--- config.mk ---
export PLATFORM = sky130hd
export DESIGN_NAME = bsc_temp
export DESIGN_NICKNAME = d
export VERILOG_FILES = /design/src/design/bsc_pkg.sv /design/src/design/bsc_temp.sv
export SDC_FILE = /design/constraint.sdc
export NUM_CORES = 2
export LEC_CHECK = 0
export BUFFER_PORTS_ARGS = -buffer_cell sky130_fd_sc_hd__buf_4
export CAP_MARGIN = 10
export CORE_ASPECT_RATIO = 0.7
export CORE_MARGIN = 2
export CORE_UTILIZATION = 63
export CTS_BUF_LIST = sky130_fd_sc_hd__clkbuf_2
export DETAILED_ROUTE_END_ITERATION = 8
export MAX_ROUTING_LAYER = met4
export PLACE_DENSITY = 0.83
export SYNTH_ARGS = -nofsm -noshare
export SYNTH_HDL_FRONTEND = slang
export SYNTH_SLANG_ARGS = --single-unit
--- constraint.sdc ---
create_clock -name i_clk -period 31.8 [get_ports i_clk]
set_clock_uncertainty 0.15 [all_clocks]
set_input_delay 6.36 -clock i_clk [delete_from_list [all_inputs] [get_ports i_clk]]
set_output_delay 6.36 -clock i_clk [all_outputs]
set_load 0.01 [all_outputs]
--- src/design/bsc_pkg.sv ---
// Shared types and constants for the barometric sensor compensation pipeline.
package bsc_pkg;

    // Field widths
    localparam int RawW    = 20;
    localparam int CfgIdxW = 2;

    // Divider depth: one quotient bit per stage
    localparam int DivSteps = 64;

    // Configuration register indexes
    localparam logic [CfgIdxW-1:0] CFG_TEMP_GROUP    = 2'd0;
    localparam logic [CfgIdxW-1:0] CFG_PRESS_GROUP_A = 2'd1;
    localparam logic [CfgIdxW-1:0] CFG_PRESS_GROUP_B = 2'd2;

    // Compensation constants
    localparam logic signed [32:0] FineOffset  = 33'sd128000;
    localparam logic [20:0]        PressBase   = 21'd1048576;
    localparam logic [11:0]        PressScale  = 12'd3125;
    localparam logic [63:0]        V1Bias      = 64'h0000_8000_0000_0000;
    localparam logic [31:0]        TempRound   = 32'd128;
    localparam logic signed [31:0] TempMax     = 32'sd32767;
    localparam logic signed [31:0] TempMin     = -32'sd32768;
    localparam logic [17:0]        PressMax    = 18'h3FFFF;

    // Input transaction
    typedef struct packed {
        logic [RawW-1:0] raw_temperature;
        logic [RawW-1:0] raw_pressure;
    } t_in_item;

    // Output transaction
    typedef struct packed {
        logic signed [15:0] temperature_centi;
        logic [17:0]        pressure_pascal;
        logic               divide_fault;
    } t_out_item;

    // Unpacked calibration words
    typedef struct packed {
        logic [15:0]        t1;
        logic signed [15:0] t2;
        logic signed [15:0] t3;
        logic [15:0]        p1;
        logic signed [15:0] p2;
        logic signed [15:0] p3;
        logic signed [15:0] p4;
        logic signed [15:0] p5;
        logic signed [15:0] p6;
        logic signed [15:0] p7;
        logic signed [15:0] p8;
        logic signed [15:0] p9;
    } t_cal;

    // Temperature section result
    typedef struct packed {
        logic signed [15:0] tc;
        logic signed [32:0] v1;
    } t_temp_res;

    // Pressure pre-division result
    typedef struct packed {
        logic signed [15:0] tc;
        logic [63:0]        num;
        logic signed [30:0] den;
    } t_pre_res;

    // Divider result
    typedef struct packed {
        logic signed [15:0] tc;
        logic [63:0]        quo;
        logic               fault;
    } t_div_res;

endpackage

--- src/design/bsc_temp.sv ---
// Temperature compensation stages: fine temperature and centidegree output.
module bsc_temp (
    input  logic                     i_clk,
    input  logic                     i_rst_n,
    input  logic                     i_en,
    input  logic                     i_valid,
    input  logic [bsc_pkg::RawW-1:0] i_raw_t,
    input  bsc_pkg::t_cal            i_cal,
    output logic                     o_valid,
    output bsc_pkg::t_temp_res       o_res
);

    logic [3:0] r_v;

    // Valid chain
    always_ff @(posedge i_clk) begin
        if (!i_rst_n) begin
            r_v <= '0;
        end else if (i_en) begin
            r_v <= {r_v[2:0], i_valid};
        end
    end
    assign o_valid = r_v[3];

    // Stage 1: offsets and first products
    logic signed [17:0] a;
    logic signed [16:0] b;
    logic signed [33:0] m1;
    logic signed [33:0] bb;
    logic [31:0]        r_m1;
    logic [31:0]        r_sq;

    assign a  = $signed({1'b0, i_raw_t[19:3]}) - $signed({1'b0, i_cal.t1, 1'b0});
    assign b  = $signed({1'b0, i_raw_t[19:4]}) - $signed({1'b0, i_cal.t1});
    assign m1 = a * i_cal.t2;
    assign bb = b * b;

    always_ff @(posedge i_clk) begin
        if (i_en) begin
            r_m1 <= m1[31:0];
            r_sq <= bb[31:0];
        end
    end

    // Stage 2: first term and scaled square times T3
    logic signed [31:0] v1t;
    logic signed [31:0] sx;
    logic signed [35:0] m2;
    logic [31:0]        r_v1t;
    logic [31:0]        r_m2;

    assign v1t = $signed(r_m1) >>> 11;
    assign sx  = $signed(r_sq) >>> 12;
    assign m2  = $signed(sx[19:0]) * i_cal.t3;

    always_ff @(posedge i_clk) begin
        if (i_en) begin
            r_v1t <= v1t;
            r_m2  <= m2[31:0];
        end
    end

    // Stage 3: fine temperature
    logic signed [31:0] v2t;
    logic [31:0]        r_fine;

    assign v2t = $signed(r_m2) >>> 14;

    always_ff @(posedge i_clk) begin
        if (i_en) begin
            r_fine <= r_v1t + v2t;
        end
    end

    // Stage 4: centidegrees with saturation, pressure offset term
    logic [31:0]        t5;
    logic signed [31:0] tc32;
    logic signed [15:0] tc_sat;

    assign t5   = r_fine + {r_fine[29:0], 2'b00} + bsc_pkg::TempRound;
    assign tc32 = $signed(t5) >>> 8;

    always_comb begin
        if (tc32 > bsc_pkg::TempMax) begin
            tc_sat = 16'sh7FFF;
        end else if (tc32 < bsc_pkg::TempMin) begin
            tc_sat = -16'sh8000;
        end else begin
            tc_sat = tc32[15:0];
        end
    end

    always_ff @(posedge i_clk) begin
        if (i_en) begin
            o_res.tc <= tc_sat;
            o_res.v1 <= $signed({r_fine[31], r_fine}) - bsc_pkg::FineOffset;
        end
    end

endmodule

==> flow_results.org <==
** STA
- Endpoints failing hold :: 0
- Setup_tns :: 0 ns
- Final number of max-transition violations :: 0
- RSZ-0062 raised after global routing :: false
- The worst pin sits at a relative slew slack of 0.296.
- Time the final worst path needs with I/O delays and setup :: 15.87 ns
- In the finished design, the share of the clock period the worst path needs comes to 0.499.
- Derived from the worst setup path, the maximum achievable clock frequency is 63.0 MHz.
- Setup violations remaining at the end of the flow were counted as 0.
- At the pin with the least slew margin, the transition time is 1.05 ns.

** Worst setup path
- Together, buffers and inverters on the worst path number 8.
- On the critical path, the stage with the largest delay is an instance of xor2_1.
- Worst path arrival time :: 16.28 ns
- The startpoint identified for the worst register-to-register timing path is r_sq[24].
- The worst setup path is of the input pin to flip-flop kind.
- Dominant cell type by count on the critical path :: fa_1
- Count of cells along the worst register-to-register path :: 22
- Critical Path Start :: i_raw_t[5]
- CP startpoint kind :: input pin
- Capture instance of the worst register-to-register path :: r_m2[30]
- The worst setup path is captured at a flip-flop.
- Broken down by cell family, the worst path's largest delay share belongs to compound AO/OA/AOI/OAI gates.
- Critical path peak fanout :: 21
- Across all register-to-register paths, the minimum setup slack is 23.79 ns.
- In this design, the stage delay of the slowest critical-path cell is 0.68 ns.
- STA puts the critical path data required time at 32.21 ns.

** Clock tree
- Clock-pin slew was measured on the worst setup and hold paths at 0.31 ns.
- In this run the deepest clock path goes through 2 buffers.
- Counting every sink on the clock net gives 145.
- Number of setup buffers added after CTS :: 0
- H-Tree Level Count :: 4
- Hold_buf cts :: 0
- Skew-Pair Late Insertion Delay :: 0.85 ns
- TritonCTS buffer count :: 17
- Clock tree synthesis selected as its root buffer the cell clkbuf_2.
- Clock tree from TritonCTS :: yes
- CTS resizes :: 0

** Synth
- Post-synthesis cell area :: 0.0370 mm^2
- Synthesis instantiated 82 different standard cells from the library.
- A synthesized cell averages 9.57 um^2.
- Post-synthesis instance total :: 3870
- Most frequently used flop master after synthesis :: edfxtp_1
- For this run, the register share of the synthesized area comes to 0.116.
- Number of nets in the synthesized netlist :: 5203
- Async set-reset flop share out of synthesis :: 0
- During synthesis, Yosys emitted a total of 0 warnings.
- EDFF count, synth :: 141
- Synthesized flop and latch total :: 145

** Hold path
- Worst hold path endpoint :: r_v1t[20]
- Worst hold-check path type :: flip-flop to flip-flop
- The worst hold path was traced through 0 stages.
- Source of the worst hold timing path :: r_m1[31]

** Drt
- Post-detailed-routing wire length :: 82700 um
- First-pass DRT Iterations :: 5
- In the routed layout, each cell is associated on average with a via count of 5.55.
- Across all layers, the routed design uses 25902 vias.
- WL/cell :: 17.7 um
- Number of design rule violations left after detail routing :: 0
- The detailed router finished its first iteration with 2026 violations.
- Post-detailed-route count of antenna-violating nets :: 0

** Floorplanning
- The floorplan step defined a die boundary enclosing 0.0608 mm^2.
- 266 I/O pins were placed.
- The initial utilization of the core area, before any placement, comes to 0.636.
- Core box area :: 0.0582 mm^2
- Die H :: 207 um
- Num rows :: 74
- The die is 294 um wide.

** Cells and area
- The filler cells instantiated in the layout total 4346.
- NumNets Final :: 5222
- Growth of design area from synthesis to finish :: 4.61%
- Multi-input gate area :: 0.0285 mm^2
- Leading cell type in the layout, fill and taps excluded :: inv_1
- Commonest cells after routing, fill and taps aside :: 983 x inv_1, 815 x fa_1, 469 x nand2_1
- Share of final-layout standard cells stronger than drive strength 1 :: 0.0551
- Area taken by flip-flops and latches :: 0.00431 mm^2

** GRT
- Overall global routing resource usage :: 0.300
- The initial antenna violation count was 1.
- After global routing the overflow that remains totals 0.
- Wire length of the first global-routing pass :: 138000 um
- Entering global routing, the biggest net connects 78 pins.
- The number of global-route vias before repair is 27624.

** Placed design
- Post-detailed-placement half-perimeter wirelength :: 65300 um
- Buffers placed on the I/O ports in this run total 118.
- Gpl congestion :: 0.932

** Run
- Across the run, the number of max-cap violations was 0.

** Run status
- The run finished with clean final reports.
synthesized netlist by cell type (all sizes together) (3+ instances only):
cell | n | area share
inv | 985 | 0.10
fa | 815 | 0.44
nand2 | 469 | 0.048
ha | 302 | 0.10
and2 | 215 | 0.036
nor2 | 157 | 0.016
edfxtp | 141 | 0.11
xnor2 | 122 | 0.029
clkbuf | 119 | 0.012
a21oi | 57 | 0.0080
o21ai | 50 | 0.0068
xor2 | 47 | 0.011
nand2b | 37 | 0.0062
nor3 | 37 | 0.0059
nand3 | 32 | 0.0046
nor2b | 30 | 0.0051
a21o | 25 | 0.0051
buf | 24 | 0.0040
or3 | 19 | 0.0032
o211ai | 18 | 0.0050
o21a | 13 | 0.0026
and3 | 11 | 0.0019
a211oi | 10 | 0.0022
a31oi | 10 | 0.0017
nor4 | 10 | 0.0019
nand4 | 9 | 0.0021
o31ai | 9 | 0.0018
a21boi | 7 | 0.0014
o31a | 7 | 0.0017
clkinv | 6 | 0.00061
nor3b | 6 | 0.0012
o21bai | 6 | 0.0012
o311ai | 6 | 0.0014
or2 | 6 | 0.0010
a311oi | 5 | 0.0014
mux2i | 5 | 0.0014
a2111oi | 4 | 0.0011
dfxtp | 4 | 0.0022
a41o | 3 | 0.00081
a41oi | 3 | 0.00071
o2111ai | 3 | 0.00071
or4 | 3 | 0.00071
worst reg2reg max path, cell delays in order (launching register included):
cell       delay [ns]
edfxtp_1         0.92
nand2_1          0.18
fa_1             0.58
inv_1            0.06
fa_1             0.55
inv_1            0.06
fa_1             0.51
inv_1            0.06
fa_1             0.53
inv_1            0.06
fa_1             0.49
inv_1            0.05
fa_1             0.43
ha_1             0.31
nand3_1          0.14
a21boi_0         0.21
a2bb2oi_1        0.38
a31oi_1          0.26
o31ai_1          0.92
o221ai_1         0.41
o21bai_1         0.30
a21oi_1          0.11
xnor2_1          0.13
metal layers:
layer	up-vias	routed length, um	global-route usage
met2	1344	37300	0.458
met3	183	9560	0.0740
met4	0	2230	0.0815
met1	12808	33600	0.405
li1	11567	-	-
met5	-	0	-
state kept, by name, indices dropped and copies added (netlist names):
| register | cells |
|---|---|
| o_res | 39 |
| r_fine | 22 |
| r_m1 | 21 |
| r_v1t | 21 |
| r_sq | 20 |
| r_m2 | 18 |
| r_v | 4 |
logic make-up after synthesis:
| group | Yosys count | synth area share |
|---|---|---|
| xor+xnor | 170 | 0.0406 |
| mux | 5 | 0.00135 |
| buf+inv | 1134 | 0.116 |
| fa+ha+maj | 1117 | 0.542 |
| simple gates | 1049 | 0.136 |
| flops | 145 | 0.116 |
| compound gates | 250 | 0.0470 |
final cells by class:
cell class,count,area share
clock inverters,15,0.00365
repair buffers,143,0.0278
clock buffers,17,0.00220
inverters,991,0.0960
flip-flops and latches,145,0.111
diodes,1,0.0000646
multi-input cells,2591,0.734
well taps,760,0.0245
worst max-delay path by stage:
stage	slack, ns	to	cells past startpoint
5_1_grt	15.71	r_m1[31]	33
6_report	15.93	r_m1[31]	33
4_1_cts	16.23	r_m1[31]	33
2_1_floorplan	17.26	r_m1[31]	33
3_3_place_gp	15.47	r_m1[31]	33
3_5_place_dp	15.31	r_m1[31]	33
per-stage QoR:
step,hold slack [ns],util,setup slack [ns],std cells,cell area (um^2)
2_1_floorplan,0.250,-,17.26,3870,37000
3_3_place_gp,0.251,0.661,15.47,4630,38500
3_5_place_dp,0.255,0.661,15.31,4630,38500
4_1_cts,0.241,0.665,16.23,4662,38800
5_1_grt,0.241,0.665,15.71,4663,38800
6_report,0.225,0.665,15.93,4663,38800
Power is not shown: default switching activity piles up to over one toggle a cycle in this logic, so the estimate is an artifact.
